===== src/rtl/core/i2c_register_word_master_unit_assert.svh =====
// Assertion macros shared by the I2C word master RTL
`ifndef I2C_REGISTER_WORD_MASTER_UNIT_ASSERT_SVH
`define I2C_REGISTER_WORD_MASTER_UNIT_ASSERT_SVH

// Same-cycle implication, checked out of reset
`define I2CRW_ASSERT_NOW(label, clk, rst_n, ante, cons) \
	label: assert property (@(posedge clk) disable iff (!rst_n) (ante) |-> (cons)) \
		else $error("i2crw assertion failed");

// Next-cycle implication, checked out of reset
`define I2CRW_ASSERT_NEXT(label, clk, rst_n, ante, cons) \
	label: assert property (@(posedge clk) disable iff (!rst_n) (ante) |=> (cons)) \
		else $error("i2crw assertion failed");

`endif


===== src/rtl/core/i2crw_pkg.sv =====
// Types, constants and helper functions for the I2C word master
package i2crw_pkg;

	localparam int LINE_W    = 5;
	localparam int BUS_COUNT = 5;

	localparam logic [15:0] HALF_PERIOD_RST = 16'd40;
	localparam logic [7:0]  ACK_TIMEOUT_RST = 8'd10;

	// Configuration register indexes
	localparam logic CFG_HALF_PERIOD = 1'b0;
	localparam logic CFG_ACK_TIMEOUT = 1'b1;

	// Request codes
	localparam logic [1:0] ACT_TICK  = 2'd0;
	localparam logic [1:0] ACT_WRITE = 2'd1;
	localparam logic [1:0] ACT_READ  = 2'd2;

	// Byte slots of a transfer
	localparam logic [2:0] SLOT_ADDR_W = 3'd0;
	localparam logic [2:0] SLOT_REG    = 3'd1;
	localparam logic [2:0] SLOT_THIRD  = 3'd2;
	localparam logic [2:0] SLOT_FOURTH = 3'd3;
	localparam logic [2:0] SLOT_DONE   = 3'd4;

	typedef enum logic [3:0] {
		ST_IDLE,
		ST_START_HI,
		ST_START_LO,
		ST_TX_L,
		ST_TX_H,
		ST_ACK_L,
		ST_ACK_H,
		ST_POLL,
		ST_RS_L,
		ST_RX_L,
		ST_RX_H,
		ST_MA_L,
		ST_MA_H,
		ST_STOP_L,
		ST_STOP_H,
		ST_STOP_END
	} step_t;

	typedef struct packed {
		logic [1:0]        action;
		logic [2:0]        bus;
		logic [6:0]        slave_addr;
		logic [7:0]        reg_addr;
		logic [15:0]       write_data;
		logic [LINE_W-1:0] sda_sense;
	} in_item_t;

	typedef struct packed {
		logic [LINE_W-1:0] scl_level;
		logic [LINE_W-1:0] sda_level;
		logic [LINE_W-1:0] sda_listen;
		logic              busy_res;
		logic              done_res;
		logic              ok;
		logic [15:0]       read_data;
	} out_item_t;

	// Byte sent in a given slot of the transfer
	function automatic logic [7:0] byte_for_slot(
		input logic [2:0]  slot,
		input logic        rd,
		input logic [6:0]  slave_addr,
		input logic [7:0]  reg_addr,
		input logic [15:0] data
	);
		logic [7:0] b;
		case (slot)
			SLOT_ADDR_W: b = {slave_addr, 1'b0};
			SLOT_REG:    b = reg_addr;
			SLOT_THIRD:  b = rd ? {slave_addr, 1'b1} : data[15:8];
			default:     b = data[7:0];
		endcase
		return b;
	endfunction

endpackage


===== src/rtl/core/i2c_register_word_master_unit.sv =====
// I2C register word master: sequencer, configuration registers and result register
`include "i2c_register_word_master_unit_assert.svh"

// Five-bus I2C master for SMBus-style 16-bit register writes and reads. Every input
// item is one tick of bus time: the sequencer steps once per item and returns exactly
// one result item with the line levels after that tick, plus busy, done, ok and the
// word read. One item is taken per clock cycle while results are drained; the result
// appears in the output register in the next cycle. A new item is taken only when
// that register is empty or its result leaves in the same cycle, so a stall on the
// result side holds off the input. Bus timing (half_period ticks per SCL phase, up to
// ack_timeout+1 acknowledge polls) is counted in items, not cycles.
module i2c_register_word_master_unit (
	input  logic                   clk,
	input  logic                   arst_n,
	// configuration
	input  logic                   cfg_we,
	input  logic                   cfg_index,
	input  logic [15:0]            cfg_data,
	// items in
	input  logic                   in_valid,
	output logic                   in_ready,
	input  i2crw_pkg::in_item_t    in_data,
	// results out
	output logic                   out_valid,
	input  logic                   out_ready,
	output i2crw_pkg::out_item_t   out_data
);

	// configuration registers
	logic [15:0] half_period_q;
	logic [7:0]  ack_timeout_q;

	// sequencer state
	i2crw_pkg::step_t step_q, step_d;
	logic [15:0] ticks_q, ticks_d;
	logic [3:0]  bit_q, bit_d;
	logic [7:0]  poll_q, poll_d;
	logic [7:0]  shift_q, shift_d;
	logic [15:0] word_q, word_d;
	logic [2:0]  slot_q, slot_d;
	logic        okf_q, okf_d;
	logic [1:0]  req_act_q, req_act_d;
	logic [2:0]  req_bus_q, req_bus_d;
	logic [6:0]  req_slave_q, req_slave_d;
	logic [7:0]  req_reg_q, req_reg_d;
	logic [15:0] req_data_q, req_data_d;

	// result register
	logic                 out_valid_q;
	i2crw_pkg::out_item_t out_q;
	i2crw_pkg::out_item_t res;

	logic                    in_fire;
	logic                    done;
	logic                    rd;
	logic                    start_req;
	logic                    sda;
	logic [15:0]             hp_eff;
	logic [16:0]             ticks_inc;
	logic [i2crw_pkg::LINE_W-1:0] cur_mask;
	logic [i2crw_pkg::LINE_W-1:0] new_mask;

	assign in_ready  = !out_valid_q || out_ready;
	assign in_fire   = in_valid && in_ready;
	assign out_valid = out_valid_q;
	assign out_data  = out_q;

	assign hp_eff    = (half_period_q == 16'd0) ? 16'd1 : half_period_q;
	assign ticks_inc = {1'b0, ticks_q} + 17'd1;
	assign rd        = (req_act_q == i2crw_pkg::ACT_READ);
	assign start_req = ((in_data.action == i2crw_pkg::ACT_WRITE) ||
		(in_data.action == i2crw_pkg::ACT_READ)) &&
		(32'(in_data.bus) < i2crw_pkg::BUS_COUNT);

	// bus select masks; a bus beyond the line bits selects nothing and reads SDA as 0
	always_comb begin
		for (int i = 0; i < i2crw_pkg::LINE_W; i++) begin
			cur_mask[i] = (32'(req_bus_q) == i);
			new_mask[i] = (32'(req_bus_d) == i);
		end
	end
	assign sda = |(in_data.sda_sense & cur_mask);

	// next state of the sequencer for one tick
	always_comb begin
		step_d      = step_q;
		ticks_d     = ticks_q;
		bit_d       = bit_q;
		poll_d      = poll_q;
		shift_d     = shift_q;
		word_d      = word_q;
		slot_d      = slot_q;
		okf_d       = okf_q;
		req_act_d   = req_act_q;
		req_bus_d   = req_bus_q;
		req_slave_d = req_slave_q;
		req_reg_d   = req_reg_q;
		req_data_d  = req_data_q;
		done        = 1'b0;
		if (step_q == i2crw_pkg::ST_IDLE) begin
			if (start_req) begin
				req_act_d   = in_data.action;
				req_bus_d   = in_data.bus;
				req_slave_d = in_data.slave_addr;
				req_reg_d   = in_data.reg_addr;
				req_data_d  = in_data.write_data;
				step_d      = i2crw_pkg::ST_START_HI;
				ticks_d     = '0;
				bit_d       = '0;
				poll_d      = '0;
				shift_d     = '0;
				word_d      = '0;
				slot_d      = i2crw_pkg::SLOT_ADDR_W;
				okf_d       = 1'b1;
			end
		end else if (step_q == i2crw_pkg::ST_POLL) begin
			ticks_d = '0;
			if (!sda) begin
				// acknowledged: move on to the next byte or phase
				if (!rd) begin
					if (slot_q >= i2crw_pkg::SLOT_FOURTH) begin
						okf_d  = 1'b1;
						step_d = i2crw_pkg::ST_STOP_L;
					end else begin
						slot_d  = slot_q + 3'd1;
						shift_d = i2crw_pkg::byte_for_slot(slot_q + 3'd1, rd,
							req_slave_q, req_reg_q, req_data_q);
						bit_d   = '0;
						step_d  = i2crw_pkg::ST_TX_L;
					end
				end else if (slot_q == i2crw_pkg::SLOT_ADDR_W) begin
					slot_d  = i2crw_pkg::SLOT_REG;
					shift_d = i2crw_pkg::byte_for_slot(i2crw_pkg::SLOT_REG, rd,
						req_slave_q, req_reg_q, req_data_q);
					bit_d   = '0;
					step_d  = i2crw_pkg::ST_TX_L;
				end else if (slot_q == i2crw_pkg::SLOT_REG) begin
					slot_d = i2crw_pkg::SLOT_THIRD;
					step_d = i2crw_pkg::ST_RS_L;
				end else begin
					slot_d  = i2crw_pkg::SLOT_FOURTH;
					bit_d   = '0;
					shift_d = '0;
					step_d  = i2crw_pkg::ST_RX_L;
				end
			end else if (poll_q >= ack_timeout_q) begin
				okf_d  = 1'b0;
				step_d = i2crw_pkg::ST_STOP_L;
			end else begin
				poll_d = poll_q + 8'd1;
			end
		end else begin
			ticks_d = ticks_inc[15:0];
			if (ticks_inc >= {1'b0, hp_eff}) begin
				ticks_d = '0;
				unique case (step_q)
					i2crw_pkg::ST_START_HI: step_d = i2crw_pkg::ST_START_LO;
					i2crw_pkg::ST_START_LO: begin
						shift_d = i2crw_pkg::byte_for_slot(slot_q, rd,
							req_slave_q, req_reg_q, req_data_q);
						bit_d   = '0;
						step_d  = i2crw_pkg::ST_TX_L;
					end
					i2crw_pkg::ST_TX_L: step_d = i2crw_pkg::ST_TX_H;
					i2crw_pkg::ST_TX_H: begin
						bit_d   = bit_q + 4'd1;
						shift_d = {shift_q[6:0], 1'b0};
						step_d  = (bit_q >= 4'd7) ? i2crw_pkg::ST_ACK_L : i2crw_pkg::ST_TX_L;
					end
					i2crw_pkg::ST_ACK_L: step_d = i2crw_pkg::ST_ACK_H;
					i2crw_pkg::ST_ACK_H: begin
						poll_d = '0;
						step_d = i2crw_pkg::ST_POLL;
					end
					i2crw_pkg::ST_RS_L: step_d = i2crw_pkg::ST_START_HI;
					i2crw_pkg::ST_RX_L: step_d = i2crw_pkg::ST_RX_H;
					i2crw_pkg::ST_RX_H: begin
						shift_d = {shift_q[6:0], sda};
						bit_d   = bit_q + 4'd1;
						if (bit_q >= 4'd7) begin
							word_d = {word_q[7:0], shift_q[6:0], sda};
							step_d = i2crw_pkg::ST_MA_L;
						end else begin
							step_d = i2crw_pkg::ST_RX_L;
						end
					end
					i2crw_pkg::ST_MA_L: step_d = i2crw_pkg::ST_MA_H;
					i2crw_pkg::ST_MA_H: begin
						if (slot_q == i2crw_pkg::SLOT_FOURTH) begin
							slot_d  = i2crw_pkg::SLOT_DONE;
							bit_d   = '0;
							shift_d = '0;
							step_d  = i2crw_pkg::ST_RX_L;
						end else begin
							okf_d  = 1'b1;
							step_d = i2crw_pkg::ST_STOP_L;
						end
					end
					i2crw_pkg::ST_STOP_L: step_d = i2crw_pkg::ST_STOP_H;
					i2crw_pkg::ST_STOP_H: step_d = i2crw_pkg::ST_STOP_END;
					i2crw_pkg::ST_STOP_END: begin
						step_d = i2crw_pkg::ST_IDLE;
						done   = 1'b1;
					end
					default: step_d = i2crw_pkg::ST_IDLE;
				endcase
			end
		end
	end

	// line levels and status after this tick
	always_comb begin
		logic c;
		logic d;
		logic l;
		c = 1'b1;
		d = 1'b1;
		l = 1'b0;
		unique case (step_d)
			i2crw_pkg::ST_START_LO: d = 1'b0;
			i2crw_pkg::ST_TX_L: begin
				c = 1'b0;
				d = shift_d[7];
			end
			i2crw_pkg::ST_TX_H: d = shift_d[7];
			i2crw_pkg::ST_ACK_L, i2crw_pkg::ST_RX_L: begin
				c = 1'b0;
				l = 1'b1;
			end
			i2crw_pkg::ST_ACK_H, i2crw_pkg::ST_POLL, i2crw_pkg::ST_RX_H: l = 1'b1;
			i2crw_pkg::ST_RS_L: c = 1'b0;
			i2crw_pkg::ST_MA_L: begin
				c = 1'b0;
				d = (slot_d != i2crw_pkg::SLOT_FOURTH);
			end
			i2crw_pkg::ST_MA_H: d = (slot_d != i2crw_pkg::SLOT_FOURTH);
			i2crw_pkg::ST_STOP_L: begin
				c = 1'b0;
				d = 1'b0;
			end
			i2crw_pkg::ST_STOP_H: d = 1'b0;
			default: ;
		endcase
		res.scl_level  = c ? '1 : ~new_mask;
		res.sda_level  = d ? '1 : ~new_mask;
		res.sda_listen = l ? new_mask : '0;
		res.busy_res   = (step_d != i2crw_pkg::ST_IDLE);
		res.done_res   = done;
		res.ok         = done && okf_d;
		res.read_data  = (done && okf_d && (req_act_d == i2crw_pkg::ACT_READ)) ? word_d : '0;
	end

	// configuration writes
	always_ff @(posedge clk or negedge arst_n) begin
		if (!arst_n) begin
			half_period_q <= i2crw_pkg::HALF_PERIOD_RST;
			ack_timeout_q <= i2crw_pkg::ACK_TIMEOUT_RST;
		end else if (cfg_we) begin
			unique case (cfg_index)
				i2crw_pkg::CFG_HALF_PERIOD: half_period_q <= cfg_data;
				i2crw_pkg::CFG_ACK_TIMEOUT: ack_timeout_q <= cfg_data[7:0];
				default: ;
			endcase
		end
	end

	// sequencer state, advanced once per accepted item
	always_ff @(posedge clk or negedge arst_n) begin
		if (!arst_n) begin
			step_q      <= i2crw_pkg::ST_IDLE;
			ticks_q     <= '0;
			bit_q       <= '0;
			poll_q      <= '0;
			shift_q     <= '0;
			word_q      <= '0;
			slot_q      <= i2crw_pkg::SLOT_ADDR_W;
			okf_q       <= 1'b1;
			req_act_q   <= i2crw_pkg::ACT_TICK;
			req_bus_q   <= '0;
			req_slave_q <= '0;
			req_reg_q   <= '0;
			req_data_q  <= '0;
		end else if (in_fire) begin
			step_q      <= step_d;
			ticks_q     <= ticks_d;
			bit_q       <= bit_d;
			poll_q      <= poll_d;
			shift_q     <= shift_d;
			word_q      <= word_d;
			slot_q      <= slot_d;
			okf_q       <= okf_d;
			req_act_q   <= req_act_d;
			req_bus_q   <= req_bus_d;
			req_slave_q <= req_slave_d;
			req_reg_q   <= req_reg_d;
			req_data_q  <= req_data_d;
		end
	end

	// result register
	always_ff @(posedge clk or negedge arst_n) begin
		if (!arst_n) begin
			out_valid_q <= 1'b0;
		end else if (in_fire) begin
			out_valid_q <= 1'b1;
		end else if (out_ready) begin
			out_valid_q <= 1'b0;
		end
	end

	always_ff @(posedge clk) begin
		if (in_fire) begin
			out_q <= res;
		end
	end

	// checks on the sequencer and result register
	`I2CRW_ASSERT_NOW(a_done_not_busy, clk, arst_n,
		out_valid_q && out_q.done_res, !out_q.busy_res)
	`I2CRW_ASSERT_NOW(a_data_only_on_done, clk, arst_n,
		out_valid_q && (out_q.read_data != 16'd0), out_q.done_res && out_q.ok)
	`I2CRW_ASSERT_NOW(a_one_bus_listens, clk, arst_n,
		out_valid_q, $onehot0(out_q.sda_listen))
	`I2CRW_ASSERT_NEXT(a_idle_after_done, clk, arst_n,
		in_fire && done, step_q == i2crw_pkg::ST_IDLE)

endmodule

===== config.mk =====
export PLATFORM = sky130hd
export DESIGN_NAME = i2c_register_word_master_unit
export DESIGN_NICKNAME = d
export VERILOG_FILES = /design/src/rtl/core/i2crw_pkg.sv /design/src/rtl/core/i2c_register_word_master_unit.sv
export VERILOG_INCLUDE_DIRS = /design/src /design/src/rtl/core
export SDC_FILE = /design/constraint.sdc
export NUM_CORES = 1
export LEC_CHECK = 0
export BUFFER_PORTS_ARGS = -buffer_cell sky130_fd_sc_hd__buf_2
export CAP_MARGIN = 20
export CORE_UTILIZATION = 53
export DETAILED_ROUTE_END_ITERATION = 7
export GPL_ROUTABILITY_DRIVEN = 0
export GPL_TIMING_DRIVEN = 1
export PLACE_DENSITY = 0.74
export RECOVER_POWER = 25
export SETUP_SLACK_MARGIN = 0.15
export SKIP_CTS_REPAIR_TIMING = 1
export SYNTH_ARGS = -nofsm -noshare
export SYNTH_HDL_FRONTEND = slang
export SYNTH_SLANG_ARGS = --single-unit

===== constraint.sdc =====
create_clock -name clk -period 4.3 [get_ports clk]
set_input_delay 0.86 -clock clk [delete_from_list [all_inputs] [get_ports clk]]
set_output_delay 0.86 -clock clk [all_outputs]
set_load 0.01 [all_outputs]

### Word-level counts from Yosys, hierarchy flattened

Index checks and enable logic that the tools add are counted.

* word-level logic and storage cells: 212
* input bits: 63
* register bits after elaboration: 155

* order comparisons: 5
* mux-type cells: 90
* bitwise logic cells: 3
* add/subtract/negate cells: 4
* eq/ne operators: 53
* reductions and logical operators: 33

Operators with widths (number)
* two-way mux 16 bit: 11
* two-way mux 8 bit: 18
* two-way mux 4 bit: 19
* equality test 4 bit (second input constant): 15
* case mux 4 bit (13 select lines): 1
* case mux 8 bit (3 select lines): 2
* two-way mux 3 bit: 13
* equality test 4 x 3 -> 1 bit (second input constant): 8
* case mux 8 bit (4 select lines): 1
* equality test 3 x 2 -> 1 bit (second input constant): 7
* two-way mux 1 bit: 19
* adder 16 x 1 -> 17 bit (second input constant): 1
* >= comparator 17 x 16 -> 1 bit: 1
* equality test 4 x 2 -> 1 bit (second input constant): 4
* logical NOT 16 bit: 1
* AND reduction 8 bit: 2
* equality test 3 x 1 -> 1 bit (second input constant): 4
* logical NOT 3 bit: 4
* case mux 4 bit (3 select lines): 1
* OR reduction 5 bit: 2
* inequality test 3 bit (second input constant): 3
* adder 8 x 1 -> 8 bit (second input constant): 1
* >= comparator 8 bit: 1
* two-way mux 2 bit: 4
* other kinds (32): 45

### Logic depth before layout (Yosys ltp)

* depth in word-level cells: 10
* mapped depth: 17
* depth with buffers taken out: 15

### Worst setup path before layout

No wires, ideal clock.

* path type: register to register
* from: register ticks_q[0]
* to: register out_q (netlist bit out_data[28]), data pin
* data arrival time: 3.813 ns
* period minus slack after synthesis: 4.076 ns
* slack: 0.224 ns
* library setup time: 0.262 ns
* stages on the path, launching flop included: 17
* cells stage by stage: dfrtp_1 -> ha_1 -> nand4_1 -> nor3_2 -> and3_1 -> xor2_1 -> ha_1 -> a21oi_1 -> nor2b_1 -> a311o_2 -> or3_1 -> buf_2 -> mux2_4 -> and2_4 -> o32a_1 -> o211ai_2 -> nand2_1

* cells in the longest elaborated chain, start to end: 8

RTL lines
* from (decl): line i2c_register_word_master_unit.sv:35 `logic [15:0] ticks_q, ticks_d;`
* from (signal assigned): line i2c_register_word_master_unit.sv:285 `ticks_q <= ticks_d;`
* adder 16 x 1 -> 17 bit (*): line i2c_register_word_master_unit.sv:69 `assign ticks_inc = {1'b0, ticks_q} + 17'd1;`
* >= comparator 17 x 16 -> 1 bit (*): line i2c_register_word_master_unit.sv:154 `if (ticks_inc >= {1'b0, hp_eff}) begin`
* two-way mux 4 bit: line i2c_register_word_master_unit.sv:154
* two-way mux 4 bit: line i2c_register_word_master_unit.sv:116 `end else if (step_q == i2crw_pkg::ST_POLL) begin`
* two-way mux 4 bit: line i2c_register_word_master_unit.sv:100 `if (step_q == i2crw_pkg::ST_IDLE) begin`
* equality test 4 bit, or another cell as far along: line i2c_register_word_master_unit.sv:219 `unique case (step_d)`
* OR reduction 3 bit (no source line) / OR reduction 2 bit (equally long branches)
* case mux 1 bit (3 select lines) (*): line i2c_register_word_master_unit.sv:219
* to (signal assigned): line i2c_register_word_master_unit.sv:313 `out_q <= res;`
* to (decl): line i2c_register_word_master_unit.sv:50 `i2crw_pkg::out_item_t out_q;`

Mark *: on every way between the ends. The rest lies on a longest branch, timed or not. The select of a mux whose other input is x is not followed.
A chain may end at the register's enable or synchronous reset.

### Final worst setup path

* from: register ticks_q[1]
* to: register out_q (netlist bit out_data[24]), data pin

The elaborated chain is that of the path after synthesis.

==> flow_summary.json <==
{
  "netlist_area_um2": 8605,
  "tightestPinTransition_ps": 1937,
  "yosys_register_bits": 155,
  "timing.hold.ws_ps": 470.8,
  "nNetsFinal": 1098,
  "relSlewSlack_pct": -29.14,
  "maxCapViolations": 1,
  "clkPwrFrac_pct": 28.5,
  "ys_top_cells_by_area": "dfrtp_1 (34%), edfxtp_1 (12%), nand2_1 (6.8%)",
  "p_leak_nw": 4.398,
  "critical_path.slowest_cell": "or3_4",
  "p_per_area_nw_per_um2": 535.0,
  "tritoncts.num_buffers": 17,
  "hold_path_class": "reg -> reg",
  "syn_to_final_growth_pct": 18.69,
  "synth_top_area_share_pct": 33.74,
  "reg2regPathDepth": 15,
  "cts.sinks": 155,
  "place_area_um2": 9417,
  "min_path_cells": 2,
  "critPathKind": "reg -> reg",
  "max_freq_mhz": 246.1,
  "drtIter0Drc": 747,
  "grt_pass1_wl_um": 33650,
  "ys_seq_area_share_pct": 47.13,
  "fin_area_um2": 10210,
  "switchingPower_mw": 1.970,
  "dr.pass1.iters": 7,
  "finalClockSkew_ps": 10.67,
  "cts-htree-levels": 4,
  "status": "finished, violations left",
  "wire_per_inst_um": 17.41,
  "pre_cts_slack_ps": 7.340,
  "drive_gt1_share_pct": 24.41,
  "wl_um": 21380,
  "drc_errors": 0,
  "root_buffer": "clkbuf_16",
  "fin_ws_ps": 236.1,
  "crit_buf_inv": 0,
  "cts_tree": "yes",
  "vdd_drop_max_mv": 0.3112,
  "fin_crit_ps": 4064,
  "numPortBuffers": 98,
  "avgSynthCellArea_um2": 9.701,
  "die_x_um": 129.4,
  "clk_latency_ps": 430,
  "end_kind": "flop",
  "syn_nets": 986,
  "cpMostUsedCell": "ha_1",
  "rsz0062_at_grt": "yes",
  "grt_max_degree": 75,
  "pwr-share-seq_pct": 38.5,
  "fin_crit_sh_pct": 94.51,
  "timing.final.max_slew_violations": 75,
  "rows": 46,
  "diodes": 0,
  "path_clk_slew_ps": 70,
  "vias": 7276,
  "power_mw": 5.463,
  "p_int_mw": 3.493,
  "ios": 99,
  "fp.dieH_um": 129.4,
  "clk_path_buf_depth": 2,
  "violations": "capacitance limit, slew limit",
  "hold_viol_final": 0,
  "dieArea_um2": 16750,
  "setup_viol": 0,
  "synth_warnings": 0,
  "start_util_pct": 54.17,
  "track_usage_pct": 26.05,
  "dp_hpwl_um": 14520,
  "critical-path-top-delay-family": "simple AND/OR/NAND/NOR gates",
  "cp.required_ps": 4470,
  "core_area_um2": 15890,
  "comb_power_share_pct": 33.0,
  "drtAntennaViolNets": 0,
  "start_kind": "flop",
  "synth.largest_area_cell": "dfrtp_1",
  "yosys_most_used_dff": "dfrtp_1",
  "synth-async-reset-ratio_pct": 78.06,
  "syn_inst": 887,
  "synth_edf_count": 34,
  "crit_chain": "ha_1 > nand4_1 > nor3_4 > and3_4 > xor2_2 > ha_1 > a21oi_1 > nor2b_1 > a311o_2 > or3_4 > mux2_4 > and2_4 > o32a_1 > o211ai_4 > nand2_1",
  "antenna_found_initial": 0,
  "cp_max_fo": 5,
  "cp.depth": 15,
  "synth.distinct_cells": 70,
  "grt_pass1_vias": 6642,
  "critPathArrivalTime_ps": 4240,
  "grt_overflow": 0,
  "swShare_pct": 36.06,
  "slowest_delay_ps": 380,
  "viasPerCell": 5.925
}
state kept, by name (all words and copies together), names as in the netlist, 16 cells and up:
name / flops
out_data: 34
half_period_q: 16
word_q: 16
req_data_q: 16
ticks_q: 16
through the flow:
step,setup TNS (ps),instances,utilization (%)
final,0,1228,64.29
after global routing,0,1228,64.29
after CTS,-14.24,1220,63.10
after detailed placement,0,1188,59.28
after global placement,0,1188,59.28
after floorplan,0,887,-
cell families after synthesis:
logic type / Yosys count / synth area share (%)
compound gates: 232 / 17.94
xor+xnor: 21 / 2.138
fa+ha+maj: 36 / 5.235
buf+inv: 76 / 3.446
flops: 155 / 47.13
mux: 55 / 7.154
simple gates: 312 / 16.96
Yosys cell counts, types with 5 or more instances:
cell type	instances
nor3_1	13
mux2i_1	6
a22o_1	17
ha_1	36
xor2_1	13
xnor2_1	8
nor2b_1	10
edfxtp_1	34
dfrtp_1	116
clkbuf_1	34
o22a_1	7
nand4_1	12
o21ai_0	66
nor2_1	35
inv_1	34
nand3b_1	7
a21oi_1	57
o211ai_1	7
nand2b_1	8
a22oi_1	7
o31ai_1	9
nand2_1	156
mux2_2	48
nor4_1	7
a211oi_1	7
dfstp_2	5
and3_1	7
a222oi_1	14
nand3_1	37
layout by cell type, fill, tap and decap left out, drive strengths merged, types with 4 or more instances in the layout:
master / Yosys / final
nand2: 156 / 156
buf: 6 / 130
dfrtp: 116 / 116
o21ai: 69 / 69
a21oi: 58 / 58
mux2: 49 / 49
nand3: 38 / 38
ha: 36 / 36
nor2: 36 / 36
inv: 34 / 35
edfxtp: 34 / 34
clkbuf: 34 / 26
a22o: 17 / 17
nor3: 15 / 15
a222oi: 14 / 14
xor2: 13 / 13
nand4: 12 / 12
nor2b: 10 / 10
o31ai: 9 / 9
and3: 9 / 9
xnor2: 8 / 8
nand2b: 8 / 8
a211oi: 8 / 8
o211ai: 8 / 8
nor4: 7 / 7
nand3b: 7 / 7
o22a: 7 / 7
a22oi: 7 / 7
mux2i: 6 / 6
clkinv: 2 / 6
dfstp: 5 / 5
a21o: 4 / 4
o31a: 4 / 4
and2: 4 / 4
or3: 4 / 4
o22ai: 4 / 4
final timing paths:
check / start / endpoint / slack, ps
worst max register to register: ticks_q[1] / out_data[24] / 240
worst min register to register: okf_q / okf_q / 470
worst max-delay path: ticks_q[1] / out_data[24] / 240
max in group asynchronous: arst_n / ticks_q[8] / 1360
min in group asynchronous: arst_n / word_q[1] / 950
worst min-delay path: okf_q / okf_q / 470
power groups by stage:
| stage | Sequential, mW | Combinational, mW | Clock, mW |
|---|---|---|---|
| 2_1_floorplan | 2.00 | 1.26 | 0 |
| 3_3_place_gp | 2.10 | 1.67 | 0 |
| 3_5_place_dp | 2.11 | 1.70 | 0 |
| 4_1_cts | 2.09 | 1.72 | 1.58 |
| 5_1_grt | 2.14 | 1.98 | 1.63 |
| 6_report | 2.10 | 1.80 | 1.56 |
per-layer routing:
metal  global-route usage, %  share of wire (%)
met5                       0                  0
met1                   38.11                 47
met2                   37.54                 44
met4                   11.01                2.4
met3                   5.409                6.5
cell type report:
type / instances / area, µm²
inverter: 36 / 135.1
fill: 1304 / 5673
sequential: 155 / 4056
timing repair buffer: 133 / 755.7
clock inverter: 9 / 137.6
clock buffer: 23 / 469.2
tap: 216 / 270.3
multi-input combinational: 656 / 4388
worst reg2reg max path, stage by stage (launching register included):
cell      delay [ps]
dfrtp_1          360
ha_1             180
nand4_1          210
nor3_4           290
and3_4           230
xor2_2           160
ha_1             260
a21oi_1          140
nor2b_1           60
a311o_2          360
or3_4            380
mux2_4           340
and2_4           170
o32a_1           370
o211ai_4         220
nand2_1           80
(Power assumes the default switching activity.)
